$ cat src/rtl/core/mm_pkg.sv
`default_nettype none

package mm_pkg;

	// Largest matrix dimension and the derived store geometry.
	localparam int MAX_DIM     = 8;
	localparam int STORE_DEPTH = MAX_DIM * MAX_DIM;
	localparam int ADDR_W      = $clog2(STORE_DEPTH);

	// Fixed field widths.
	localparam int IDX_W     = 3;
	localparam int DIM_W     = 4;
	localparam int VAL_W     = 16;
	localparam int PROD_W    = 2 * VAL_W;
	localparam int ACC_W     = PROD_W + $clog2(MAX_DIM);
	localparam int FRAC_BITS = 8;
	localparam int Q_W       = ACC_W - FRAC_BITS;

	// Command queue depth between the front and the back.
	localparam int CMD_DEPTH = 4;
	localparam int CMD_PTR_W = $clog2(CMD_DEPTH);
	localparam int CMD_CNT_W = $clog2(CMD_DEPTH + 1);

	typedef logic [IDX_W-1:0]  idx_t;
	typedef logic [DIM_W-1:0]  dim_t;
	typedef logic [ADDR_W-1:0] addr_t;

	// Input function codes.
	typedef enum logic [1:0] {
		FUNC_LOAD_A  = 2'd0,
		FUNC_LOAD_B  = 2'd1,
		FUNC_COMPUTE = 2'd2
	} func_t;

	// Configuration register indexes.
	typedef enum logic [1:0] {
		REG_A_ROWS    = 2'd0,
		REG_INNER_DIM = 2'd1,
		REG_B_COLS    = 2'd2
	} reg_index_t;

	// A classified command handed from the front to the back.
	typedef struct packed {
		func_t                    kind;
		addr_t                    addr;
		logic signed [VAL_W-1:0]  value;
	} cmd_t;

	// Matrix dimensions as held in the configuration registers.
	typedef struct packed {
		dim_t a_rows;
		dim_t inner_dim;
		dim_t b_cols;
	} dims_t;

	// Zero reads as one, anything above the maximum reads as the maximum.
	function automatic dim_t clamp_dim(input dim_t d);
		dim_t r;
		if (d == '0) begin
			r = DIM_W'(1);
		end else if (d > DIM_W'(MAX_DIM)) begin
			r = DIM_W'(MAX_DIM);
		end else begin
			r = d;
		end
		return r;
	endfunction

	// Row-major location of an element in a store.
	function automatic addr_t mem_addr(input idx_t r, input idx_t c);
		return ADDR_W'(int'(r) * MAX_DIM + int'(c));
	endfunction

endpackage

`default_nettype wire

$ cat src/rtl/core/mm_front.sv
`default_nettype none

module mm_front (
	input  wire logic                          in_valid,
	output logic                               in_ready,
	input  wire logic [1:0]                    func,
	input  wire mm_pkg::idx_t                  row,
	input  wire mm_pkg::idx_t                  col,
	input  wire logic signed [mm_pkg::VAL_W-1:0] value,
	input  wire logic                          cmd_full,
	output logic                               cmd_push,
	output mm_pkg::cmd_t                       cmd_data
);
	import mm_pkg::*;

	logic keep;
	logic in_range;

	// Loads outside the store and unused codes are dropped at the door.
	assign in_range = (DIM_W'(row) < DIM_W'(MAX_DIM)) && (DIM_W'(col) < DIM_W'(MAX_DIM));

	always_comb begin
		unique case (func)
			FUNC_LOAD_A, FUNC_LOAD_B: keep = in_range;
			FUNC_COMPUTE:             keep = 1'b1;
			default:                  keep = 1'b0;
		endcase
	end

	// A transaction is taken whenever the queue has room.
	assign in_ready = !cmd_full;
	assign cmd_push = in_valid && in_ready && keep;

	assign cmd_data.kind  = func_t'(func);
	assign cmd_data.addr  = mem_addr(row, col);
	assign cmd_data.value = value;

endmodule

`default_nettype wire

$ cat src/rtl/core/mm_cmd_fifo.sv
`default_nettype none

module mm_cmd_fifo (
	input  wire logic         clk,
	input  wire logic         arst_n,
	input  wire logic         push,
	input  wire mm_pkg::cmd_t push_data,
	input  wire logic         pop,
	output mm_pkg::cmd_t      pop_data,
	output logic              full,
	output logic              empty
);
	import mm_pkg::*;

	cmd_t                 entry_q [CMD_DEPTH];
	logic [CMD_PTR_W-1:0] wr_ptr_q;
	logic [CMD_PTR_W-1:0] rd_ptr_q;
	logic [CMD_CNT_W-1:0] count_q;
	logic                 do_push;
	logic                 do_pop;

	assign full     = (count_q == CMD_CNT_W'(CMD_DEPTH));
	assign empty    = (count_q == '0);
	assign do_push  = push && !full;
	assign do_pop   = pop && !empty;
	assign pop_data = entry_q[rd_ptr_q];

	// Pointers and fill count.
	always_ff @(posedge clk or negedge arst_n) begin
		if (!arst_n) begin
			wr_ptr_q <= '0;
			rd_ptr_q <= '0;
			count_q  <= '0;
		end else begin
			if (do_push) begin
				wr_ptr_q <= wr_ptr_q + CMD_PTR_W'(1);
			end
			if (do_pop) begin
				rd_ptr_q <= rd_ptr_q + CMD_PTR_W'(1);
			end
			if (do_push && !do_pop) begin
				count_q <= count_q + CMD_CNT_W'(1);
			end else if (do_pop && !do_push) begin
				count_q <= count_q - CMD_CNT_W'(1);
			end
		end
	end

	// Entry storage.
	always_ff @(posedge clk) begin
		if (do_push) begin
			entry_q[wr_ptr_q] <= push_data;
		end
	end

endmodule

`default_nettype wire

$ cat src/rtl/core/mm_back.sv
`default_nettype none

module mm_back (
	input  wire logic                  clk,
	input  wire logic                  arst_n,
	input  wire mm_pkg::dims_t         dims,
	input  wire logic                  cmd_empty,
	input  wire mm_pkg::cmd_t          cmd_data,
	output logic                       cmd_pop,
	output logic                       out_valid,
	input  wire logic                  out_ready,
	output mm_pkg::idx_t               out_row,
	output mm_pkg::idx_t               out_col,
	output logic signed [mm_pkg::VAL_W-1:0] product,
	output logic                       saturated,
	output logic                       last
);
	import mm_pkg::*;

	// Element stores.
	logic signed [VAL_W-1:0] a_mem [STORE_DEPTH];
	logic signed [VAL_W-1:0] b_mem [STORE_DEPTH];

	// Sequencer.
	logic busy_q;
	idx_t r_q, c_q, k_q;
	logic last_k, last_c, last_r;
	logic pipe_en;

	// Pipeline stages.
	logic                     valid_s1, first_s1, lastk_s1, lastel_s1;
	idx_t                     r_s1, c_s1;
	logic signed [VAL_W-1:0]  a_rd_s1, b_rd_s1;
	logic                     valid_s2, first_s2, lastk_s2, lastel_s2;
	idx_t                     r_s2, c_s2;
	logic signed [PROD_W-1:0] prod_s2;
	logic                     done_s3, lastel_s3;
	idx_t                     r_s3, c_s3;
	logic signed [ACC_W-1:0]  acc_s3;

	// Output register.
	logic                     out_valid_q;
	idx_t                     out_row_q, out_col_q;
	logic signed [VAL_W-1:0]  product_q;
	logic                     saturated_q, last_q;

	logic signed [Q_W-1:0]    q_full;
	logic                     clip;
	logic signed [VAL_W-1:0]  q_sat;

	// The whole compute pipeline moves only when the output register can take a value.
	assign pipe_en = !out_valid_q || out_ready;

	// A new command is taken once the walk over the previous compute has been issued.
	assign cmd_pop = !cmd_empty && !busy_q;

	assign last_k = (DIM_W'(k_q) + DIM_W'(1)) == dims.inner_dim;
	assign last_c = (DIM_W'(c_q) + DIM_W'(1)) == dims.b_cols;
	assign last_r = (DIM_W'(r_q) + DIM_W'(1)) == dims.a_rows;

	// Walk over rows, columns and the inner dimension, one product per cycle while the pipeline moves.
	always_ff @(posedge clk or negedge arst_n) begin
		if (!arst_n) begin
			busy_q <= 1'b0;
			r_q    <= '0;
			c_q    <= '0;
			k_q    <= '0;
		end else if (cmd_pop && cmd_data.kind == FUNC_COMPUTE) begin
			busy_q <= 1'b1;
			r_q    <= '0;
			c_q    <= '0;
			k_q    <= '0;
		end else if (busy_q && pipe_en) begin
			if (!last_k) begin
				k_q <= k_q + IDX_W'(1);
			end else begin
				k_q <= '0;
				if (!last_c) begin
					c_q <= c_q + IDX_W'(1);
				end else begin
					c_q <= '0;
					if (!last_r) begin
						r_q <= r_q + IDX_W'(1);
					end else begin
						busy_q <= 1'b0;
					end
				end
			end
		end
	end

	// Store writes from load commands and registered reads for the walk.
	always_ff @(posedge clk) begin
		if (cmd_pop && cmd_data.kind == FUNC_LOAD_A) begin
			a_mem[cmd_data.addr] <= cmd_data.value;
		end
		if (cmd_pop && cmd_data.kind == FUNC_LOAD_B) begin
			b_mem[cmd_data.addr] <= cmd_data.value;
		end
		if (pipe_en) begin
			a_rd_s1 <= a_mem[mem_addr(r_q, k_q)];
			b_rd_s1 <= b_mem[mem_addr(k_q, c_q)];
		end
	end

	// Pipeline control bits.
	always_ff @(posedge clk or negedge arst_n) begin
		if (!arst_n) begin
			valid_s1 <= 1'b0;
			valid_s2 <= 1'b0;
			done_s3  <= 1'b0;
		end else if (pipe_en) begin
			valid_s1 <= busy_q;
			valid_s2 <= valid_s1;
			done_s3  <= valid_s2 && lastk_s2;
		end
	end

	// Pipeline payload: tags, product and accumulator.
	always_ff @(posedge clk) begin
		if (pipe_en) begin
			first_s1  <= (k_q == '0);
			lastk_s1  <= last_k;
			lastel_s1 <= last_r && last_c;
			r_s1      <= r_q;
			c_s1      <= c_q;

			first_s2  <= first_s1;
			lastk_s2  <= lastk_s1;
			lastel_s2 <= lastel_s1;
			r_s2      <= r_s1;
			c_s2      <= c_s1;
			prod_s2   <= PROD_W'(a_rd_s1) * PROD_W'(b_rd_s1);

			if (valid_s2) begin
				acc_s3 <= first_s2 ? ACC_W'(prod_s2) : acc_s3 + ACC_W'(prod_s2);
			end
			lastel_s3 <= lastel_s2;
			r_s3      <= r_s2;
			c_s3      <= c_s2;
		end
	end

	// Floor shift out the fraction, then clip to the 16-bit range.
	always_comb begin
		q_full = Q_W'(acc_s3 >>> FRAC_BITS);
		clip   = !((&q_full[Q_W-1:VAL_W-1]) || !(|q_full[Q_W-1:VAL_W-1]));
		if (!clip) begin
			q_sat = q_full[VAL_W-1:0];
		end else if (q_full[Q_W-1]) begin
			q_sat = {1'b1, {(VAL_W-1){1'b0}}};
		end else begin
			q_sat = {1'b0, {(VAL_W-1){1'b1}}};
		end
	end

	// Output register: holds a result until the transaction completes.
	always_ff @(posedge clk or negedge arst_n) begin
		if (!arst_n) begin
			out_valid_q <= 1'b0;
		end else if (pipe_en) begin
			out_valid_q <= done_s3;
		end
	end

	always_ff @(posedge clk) begin
		if (pipe_en && done_s3) begin
			out_row_q   <= r_s3;
			out_col_q   <= c_s3;
			product_q   <= q_sat;
			saturated_q <= clip;
			last_q      <= lastel_s3;
		end
	end

	assign out_valid = out_valid_q;
	assign out_row   = out_row_q;
	assign out_col   = out_col_q;
	assign product   = product_q;
	assign saturated = saturated_q;
	assign last      = last_q;

endmodule

`default_nettype wire

$ cat src/rtl/core/matrix_multiply_top.sv
// Loads go into the stores one per cycle while the queue has room and no compute
// is busy. A compute walks a_rows * b_cols * inner_dim multiply-accumulate steps,
// one per cycle through the single multiplier while the output can take a result,
// via the store read, product, accumulator and output registers.
// Reset clears the dimension registers to 8 and empties the queue and pipeline;
// the element stores are not cleared and hold nothing defined until loaded.
`default_nettype none

module matrix_multiply_top (
	input  wire logic                          clk,
	input  wire logic                          arst_n,
	input  wire logic                          cfg_we,
	input  wire logic [1:0]                    cfg_index,
	input  wire mm_pkg::dim_t                  cfg_wdata,
	input  wire logic                          in_valid,
	output logic                               in_ready,
	input  wire logic [1:0]                    func,
	input  wire mm_pkg::idx_t                  row,
	input  wire mm_pkg::idx_t                  col,
	input  wire logic signed [mm_pkg::VAL_W-1:0] value,
	output logic                               out_valid,
	input  wire logic                          out_ready,
	output mm_pkg::idx_t                       out_row,
	output mm_pkg::idx_t                       out_col,
	output logic signed [mm_pkg::VAL_W-1:0]    product,
	output logic                               saturated,
	output logic                               last
);
	import mm_pkg::*;

	dims_t dims_q;
	cmd_t  push_data;
	cmd_t  pop_data;
	logic  cmd_push, cmd_pop, cmd_full, cmd_empty;

	// Dimension registers, clamped on write.
	always_ff @(posedge clk or negedge arst_n) begin
		if (!arst_n) begin
			dims_q.a_rows    <= clamp_dim(DIM_W'(8));
			dims_q.inner_dim <= clamp_dim(DIM_W'(8));
			dims_q.b_cols    <= clamp_dim(DIM_W'(8));
		end else if (cfg_we) begin
			unique case (cfg_index)
				REG_A_ROWS:    dims_q.a_rows    <= clamp_dim(cfg_wdata);
				REG_INNER_DIM: dims_q.inner_dim <= clamp_dim(cfg_wdata);
				REG_B_COLS:    dims_q.b_cols    <= clamp_dim(cfg_wdata);
				default: ;
			endcase
		end
	end

	mm_front u_front (
		.in_valid (in_valid),
		.in_ready (in_ready),
		.func     (func),
		.row      (row),
		.col      (col),
		.value    (value),
		.cmd_full (cmd_full),
		.cmd_push (cmd_push),
		.cmd_data (push_data)
	);

	mm_cmd_fifo u_cmd_fifo (
		.clk       (clk),
		.arst_n    (arst_n),
		.push      (cmd_push),
		.push_data (push_data),
		.pop       (cmd_pop),
		.pop_data  (pop_data),
		.full      (cmd_full),
		.empty     (cmd_empty)
	);

	mm_back u_back (
		.clk       (clk),
		.arst_n    (arst_n),
		.dims      (dims_q),
		.cmd_empty (cmd_empty),
		.cmd_data  (pop_data),
		.cmd_pop   (cmd_pop),
		.out_valid (out_valid),
		.out_ready (out_ready),
		.out_row   (out_row),
		.out_col   (out_col),
		.product   (product),
		.saturated (saturated),
		.last      (last)
	);

`ifndef SYNTHESIS
	// The queue is never pushed while full.
	assert property (@(posedge clk) disable iff (!arst_n) cmd_push |-> !cmd_full)
		else $error("command pushed into a full queue");

	// The last result sits at the bottom right corner of the product.
	assert property (@(posedge clk) disable iff (!arst_n)
		out_valid && last |->
			(DIM_W'(out_row) + DIM_W'(1)) == dims_q.a_rows &&
			(DIM_W'(out_col) + DIM_W'(1)) == dims_q.b_cols)
		else $error("last mark away from the final element");

	// A clipped result holds one of the two range limits.
	assert property (@(posedge clk) disable iff (!arst_n)
		out_valid && saturated |->
			product == {1'b0, {(VAL_W-1){1'b1}}} || product == {1'b1, {(VAL_W-1){1'b0}}})
		else $error("clipped result is not a range limit");
`endif

endmodule

`default_nettype wire
$ cat config.mk
export PLATFORM = sky130hd
export DESIGN_NAME = matrix_multiply_top
export DESIGN_NICKNAME = d
export VERILOG_FILES = /design/src/rtl/core/mm_pkg.sv /design/src/rtl/core/mm_front.sv /design/src/rtl/core/mm_cmd_fifo.sv /design/src/rtl/core/mm_back.sv /design/src/rtl/core/matrix_multiply_top.sv
export SDC_FILE = /design/constraint.sdc
export NUM_CORES = 2
export LEC_CHECK = 0
export ABC_CLOCK_PERIOD_IN_PS = 8700
export BUFFER_PORTS_ARGS = -buffer_cell sky130_fd_sc_hd__clkbuf_2
export CAP_MARGIN = 20
export CELL_PAD_IN_SITES_DETAIL_PLACEMENT = 1
export CELL_PAD_IN_SITES_GLOBAL_PLACEMENT = 2
export CORE_ASPECT_RATIO = 0.6
export CORE_MARGIN = 3
export CORE_UTILIZATION = 48
export CTS_BUF_LIST = sky130_fd_sc_hd__clkbuf_2 sky130_fd_sc_hd__clkbuf_4 sky130_fd_sc_hd__clkbuf_8
export CTS_CLUSTER_DIAMETER = 80
export DETAILED_ROUTE_END_ITERATION = 10
export GPL_TIMING_DRIVEN = 0
export PLACE_DENSITY_LB_ADDON = 0.1
export SLEW_MARGIN = 20
export SYNTH_ARGS = -nofsm -noshare
export SYNTH_HDL_FRONTEND = slang
export SYNTH_HIERARCHICAL = 1
export SYNTH_SLANG_ARGS = --single-unit
$ cat constraint.sdc
create_clock -name clk -period 8.7 [get_ports clk]
set_input_delay 1.74 -clock clk [delete_from_list [all_inputs] [get_ports clk]]
set_output_delay 1.74 -clock clk [all_outputs]
set_load 0.01 [all_outputs]
# After elaboration in Yosys (flattened, before gate mapping)
# Memories as Yosys holds them, arrays and structs flattened. A register that Yosys moved wholly into a read port is not among the register bits.
# Index checks and enable logic that the tools add are counted.
[totals]
reg_bits = 149
mem_bits_rw = 2144
in_bits = 35
output_inout_bits = 26
wordCells = 140
n_memories = 3
[memory_table]
columns = ["name", "words", "word_bits", "read_ports", "rd_ports_with_merged_regs", "wr", "line", "text"]
rows = [
  ["u_back.a_mem", 64, 16, 1, 1, 1, "mm_back.sv:21", "logic signed [VAL_W-1:0] a_mem [STORE_DEPTH];"],
  ["u_back.b_mem", 64, 16, 1, 1, 1, "mm_back.sv:22", "logic signed [VAL_W-1:0] b_mem [STORE_DEPTH];"],
  ["u_cmd_fifo.entry_q", 4, 24, 1, 0, 1, "mm_cmd_fifo.sv:15", "cmd_t entry_q [CMD_DEPTH];"],
]
[op_classes]
add_sub_neg = 14
mul = 1
order_cmp = 1
eq_ne = 11
mux = 31
n_reduce_logical = 45
[ops]
columns = ["op", "count"]
rows = [
  ["2-to-1 mux 3 bit", 14],
  ["adder 35 x 32 -> 35 bit", 1],
  ["2-to-1 mux 35 bit", 1],
  ["multiplier 16 x 16 -> 32 bit", 1],
  ["2-to-1 mux 16 bit", 2],
  ["adder 6 x 3 -> 6 bit", 3],
  ["logical AND 1 bit", 14],
  ["adder 3 x 1 -> 3 bit (second input constant)", 4],
  ["adder 3 x 1 -> 4 bit (second input constant)", 3],
  ["== test 4 bit", 3],
  ["2-to-1 mux 1 bit", 12],
  ["AND reduction 12 bit", 1],
  ["OR reduction 12 bit", 1],
  ["AND reduction 2 bit", 5],
  ["nonzero test 2 bit", 5],
  ["zero test 1 bit", 8],
  ["2-to-1 mux 4 bit", 2],
  ["AND reduction 4 bit", 2],
  ["== test 2 x 1 -> 1 bit (second input constant)", 3],
  ["== test 2 bit (second input constant)", 3],
  ["zero test 2 bit", 3],
  ["zero test 3 bit", 2],
  ["adder 2 x 1 -> 2 bit (second input constant)", 2],
  ["greater-than comparator 4 bit (second input constant)", 1],
  ["other kinds (6)", 7],
]

# Logic depth before layout (Yosys ltp)
[depth]
word_depth = 9
ltp_mapped = 25
depth_no_buf = 24

# By module
# Netlist, hierarchy kept.
[modules_own_cells]
columns = ["mod", "n_inst", "cells_each", "area_per_inst_um2", "seq_area_each_um2"]
rows = [
  ["mm_back", 1, 5569, 96697.7, 66293.6],
  ["mm_cmd_fifo", 1, 162, 3937.5, 3057.9],
  ["matrix_multiply_top", 1, 36, 564.3, 304.0],
  ["mm_front", 1, 27, 193.9, 0.0],
]

# Worst setup path before layout
# OpenSTA, ideal clock, no wires.
[synth_timing]
path_kind = "reg-to-reg"
from = "register u_back.a_rd_s1[8], read port of u_back.a_mem"
to = "register u_back.prod_s2[28], data pin"
t_arrival_ps = 5886
t_required_ps = 8440
setup_slack_ps = 2554
path_stages_with_launch = 23
path_buffers = 1
path_cell_list = "edfxtp_1 -> clkbuf_1 -> and2_1 -> fa_1 -> inv_1 -> fa_1 -> fa_1 -> inv_1 -> fa_1 -> fa_1 -> inv_1 -> fa_1 -> inv_1 -> ha_1 -> a21o_1 -> a21o_1 -> a221oi_2 -> a21oi_2 -> a41oi_2 -> a311oi_1 -> a2111o_1 -> a21oi_2 -> xnor2_1"
[synth_between]
elab_chain_cells = 1
[synth_lines]
columns = ["element", "line", "text"]
rows = [
  ["start: declaration", "mm_back.sv:33", "logic signed [VAL_W-1:0] a_rd_s1, b_rd_s1;"],
  ["multiplier 16 x 16 -> 32 bit", "mm_back.sv:133", "prod_s2 <= PROD_W'(a_rd_s1) * PROD_W'(b_rd_s1);"],
  ["end signal: assignment", "mm_back.sv:133", ""],
  ["end: declaration", "mm_back.sv:36", "logic signed [PROD_W-1:0] prod_s2;"],
]
# No other way between the ends.
# A chain may end at the register's enable or synchronous reset.

# Final worst setup path
[layout_timing]
from = "register u_back.a_rd_s1[11], read port of u_back.a_mem"
to = "register u_back.prod_s2[28], data pin"
# Same word-level chain as after synthesis.

==> flow_summary.json <==
{
  "synth_nets": 6218,
  "numCtsBuffers": 348,
  "num_rows": 129,
  "netlist_top_cells_count": "edfxtp_1, mux4_2, inv_1",
  "drt-total-wl_um": 306400,
  "max_stage_delay_ns": 0.63,
  "layout_min_cycle_time_ns": 7.357,
  "cts-root-buf": "clkbuf_8",
  "placed_area_mm2": 0.1077,
  "rsz0062_at_grt": "no",
  "synth_edf_count": 2292,
  "crit_family": "adder cells",
  "fin_area_mm2": 0.1144,
  "synth_flop_cell": "edfxtp_1",
  "io_pins": 61,
  "die_y_um": 362.0,
  "drive_above_1_share_pct": 22.56,
  "vias": 57504,
  "cts_htree_levels": 5,
  "die_width_um": 599.3,
  "cp_common_cell": "fa_1",
  "core_area_mm2": 0.2081,
  "cts_tree": "built",
  "cts.sinks": 2325,
  "gp_congestion": 0.9101,
  "fin_skew_ns": 0.1162,
  "seq_area_frac_synth_pct": 68.70,
  "hold_slack_ns": 0.4222,
  "track_usage_pct": 28.29,
  "first_global_vias": 57398,
  "cp_max_fo": 10,
  "grt_first_pass_wirelength_um": 435200,
  "drtAntennaViolNets": 0,
  "worstSetupPathType": "flip-flop to flip-flop",
  "drc": 0,
  "hold_buffers": 0,
  "maxCapViolations": 0,
  "fin_crit_sh_pct": 84.56,
  "synth_seq_cells": 2325,
  "worstPathArrival_ns": 7.99,
  "yosysUniqueCellTypes": 80,
  "start_kind": "flip-flop",
  "critical_path.endpoint_type": "flip-flop",
  "area_growth_pct": 12.83,
  "setup_tns_ns": 0,
  "initial_core_util_pct": 48.73,
  "worst_pin_slew_ns": 1.296,
  "max_freq_mhz": 135.9,
  "first_pass_iters": 5,
  "syn_avg_cell_area_um2": 17.50,
  "r2r_slack_ns": 1.34,
  "hold_class": "flip-flop to flip-flop",
  "wl_per_cell_um": 32.80,
  "insertion_delay_ns": 0.98,
  "multi_input_area_mm2": 0.02947,
  "maxSlewViolCount": 0,
  "grt.overflow.total": 0,
  "fin_nets": 6750,
  "critical-path-slowest-cell": "edfxtp_1",
  "numPortBuffers": 38,
  "yosysTopAreaCell": "edfxtp_1",
  "relSlewSlack_pct": 12.79,
  "yosysMostFrequentCell": "edfxtp_1",
  "clk_path_buf_depth": 4,
  "critPathBufInv": 4,
  "grt_max_degree": 75,
  "postCtsSetupBuffers": 0,
  "clkTransAtPathRegs_ns": 0.06,
  "seqCellArea_mm2": 0.06966,
  "outcome": "finished, final reports clean",
  "ys_warn_count": 6,
  "antenna_found_initial": 30,
  "hpwlAfterDp_um": 218400,
  "hold_viol": 0,
  "crit_chain": "clkbuf_1 > nand2_1 > fa_1 > fa_1 > fa_1 > inv_1 > fa_1 > fa_1 > inv_1 > fa_1 > inv_1 > ha_1 > a21o_1 > a21o_1 > a221oi_2 > a21oi_2 > a41oi_2 > a311oi_1 > a2111o_1 > a21oi_2 > xnor2_1",
  "async_flop_share_pct": 1.419,
  "drtIter0Drc": 7971,
  "synth_area_mm2": 0.1014,
  "die_area_mm2": 0.2170,
  "synth.top_cell.area_share_pct": 67.88,
  "syn_inst": 5794,
  "setup_viol": 0,
  "detail_route.vias_per_cell": 6.156,
  "synthTopCellsByArea": "edfxtp_1, mux4_2, fa_1, mux2i_1, ha_1",
  "required_ns": 9.33,
  "ctsResizeCount": 0,
  "fillCellCount": 18873
}
-- layout by cell type, fill, tap and decap left out, types with 55 or more instances in the layout --
master and n:
and2_1 129, o221ai_1 112, a21oi_1 157, nand2_1 276, edfxtp_1 2292, nor2_1 145, clkbuf_1 144, o22ai_1 83
clkbuf_8 362, mux4_2 375, clkbuf_2 58, buf_2 75, nor2_2 109, buf_6 88, ha_1 125, mux2_2 55
inv_1 351, clkbuf_4 122, o21ai_0 123, clkinv_1 69, fa_1 264, mux2i_1 337
-- metal layers --
layer / global-route usage (%) / part of all wire, % / wire length [µm]
met1: 46.21 / 46 / 142000
met2: 36.80 / 40 / 121800
met3: 8.933 / 12 / 37210
met4: 5.436 / 1.8 / 5382
met5: 0 / 0.011 / 35
-- cell families (layout without fill, tap and decap cells) --
family / count (synthesis) / count (layout) / share of synthesized area [%]
DFF: 2325 / 2325 / 68.70
AOI/OAI and AO/OA: 677 / 677 / 4.384
adders and majority gates: 389 / 389 / 6.755
muxes: 791 / 791 / 12.77
other: 0 / 9 / 0
and+or+nand+nor: 883 / 883 / 4.076
xor gates and xnor gates: 68 / 68 / 0.5874
buffers and inverters: 661 / 1448 / 2.728
-- final cells by class --
type,instances,area share [%]
repair buffers,182,2.125
multi-input cells,2808,25.76
plain buffers,306,1.281
flip-flops and latches,2325,60.89
inverters,355,1.165
well taps,2751,3.009
clock inverters,122,0.6004
diodes,9,0.01969
clock buffers,483,5.149
-- stage by stage --
step	std cells	util, %	setup slack (ns)
after floorplan	5794	-	2.554
after global placement	8583	50.48	0.5239
after detailed placement	8725	51.79	1.338
after CTS	9330	54.95	1.349
after global routing	9335	54.98	1.061
final	9341	54.99	1.343
-- sequential cells by signal (all words and copies together) (netlist names), 2 cells and up --
name,flops
u_back/a_mem,1024
u_back/b_mem,1024
u_cmd_fifo/entry_q,96
u_back/acc_s3,35
u_back/prod_s2,32
u_back/a_rd_s1,16
u_back/b_rd_s1,16
u_back/product,16
dims_q,12
u_back/c_q,3
u_back/c_s1,3
u_back/c_s2,3
u_back/c_s3,3
u_back/k_q,3
u_back/out_col,3
u_back/out_row,3
u_back/r_q,3
u_back/r_s1,3
u_back/r_s2,3
u_back/r_s3,3
u_cmd_fifo/count_q,3
u_cmd_fifo/rd_ptr_q,2
u_cmd_fifo/wr_ptr_q,2
-- path summary, 6_finish.rpt --
check                                          endpoint                         start  cells past startpoint
setup reg to reg           u_back/prod_s2[28]$_DFFE_PN_  u_back/a_rd_s1[11]$_DFFE_PN_                     21
max in group asynchronous   u_back/valid_s2$_DFFE_PN0N_                        arst_n                      1
hold / removal                 u_back/r_s2[2]$_DFFE_PN_      u_back/r_s1[2]$_DFFE_PN_                      0
hold reg to reg                u_back/r_s2[2]$_DFFE_PN_      u_back/r_s1[2]$_DFFE_PN_                      0
setup / recovery           u_back/prod_s2[28]$_DFFE_PN_  u_back/a_rd_s1[11]$_DFFE_PN_                     21
min in group asynchronous         dims_q[4]$_DFFE_PN0P_                        arst_n                      1
Power is left out: the tool's default activity adds up to more than one toggle a clock period on the data nets, which glitch-free logic cannot reach.
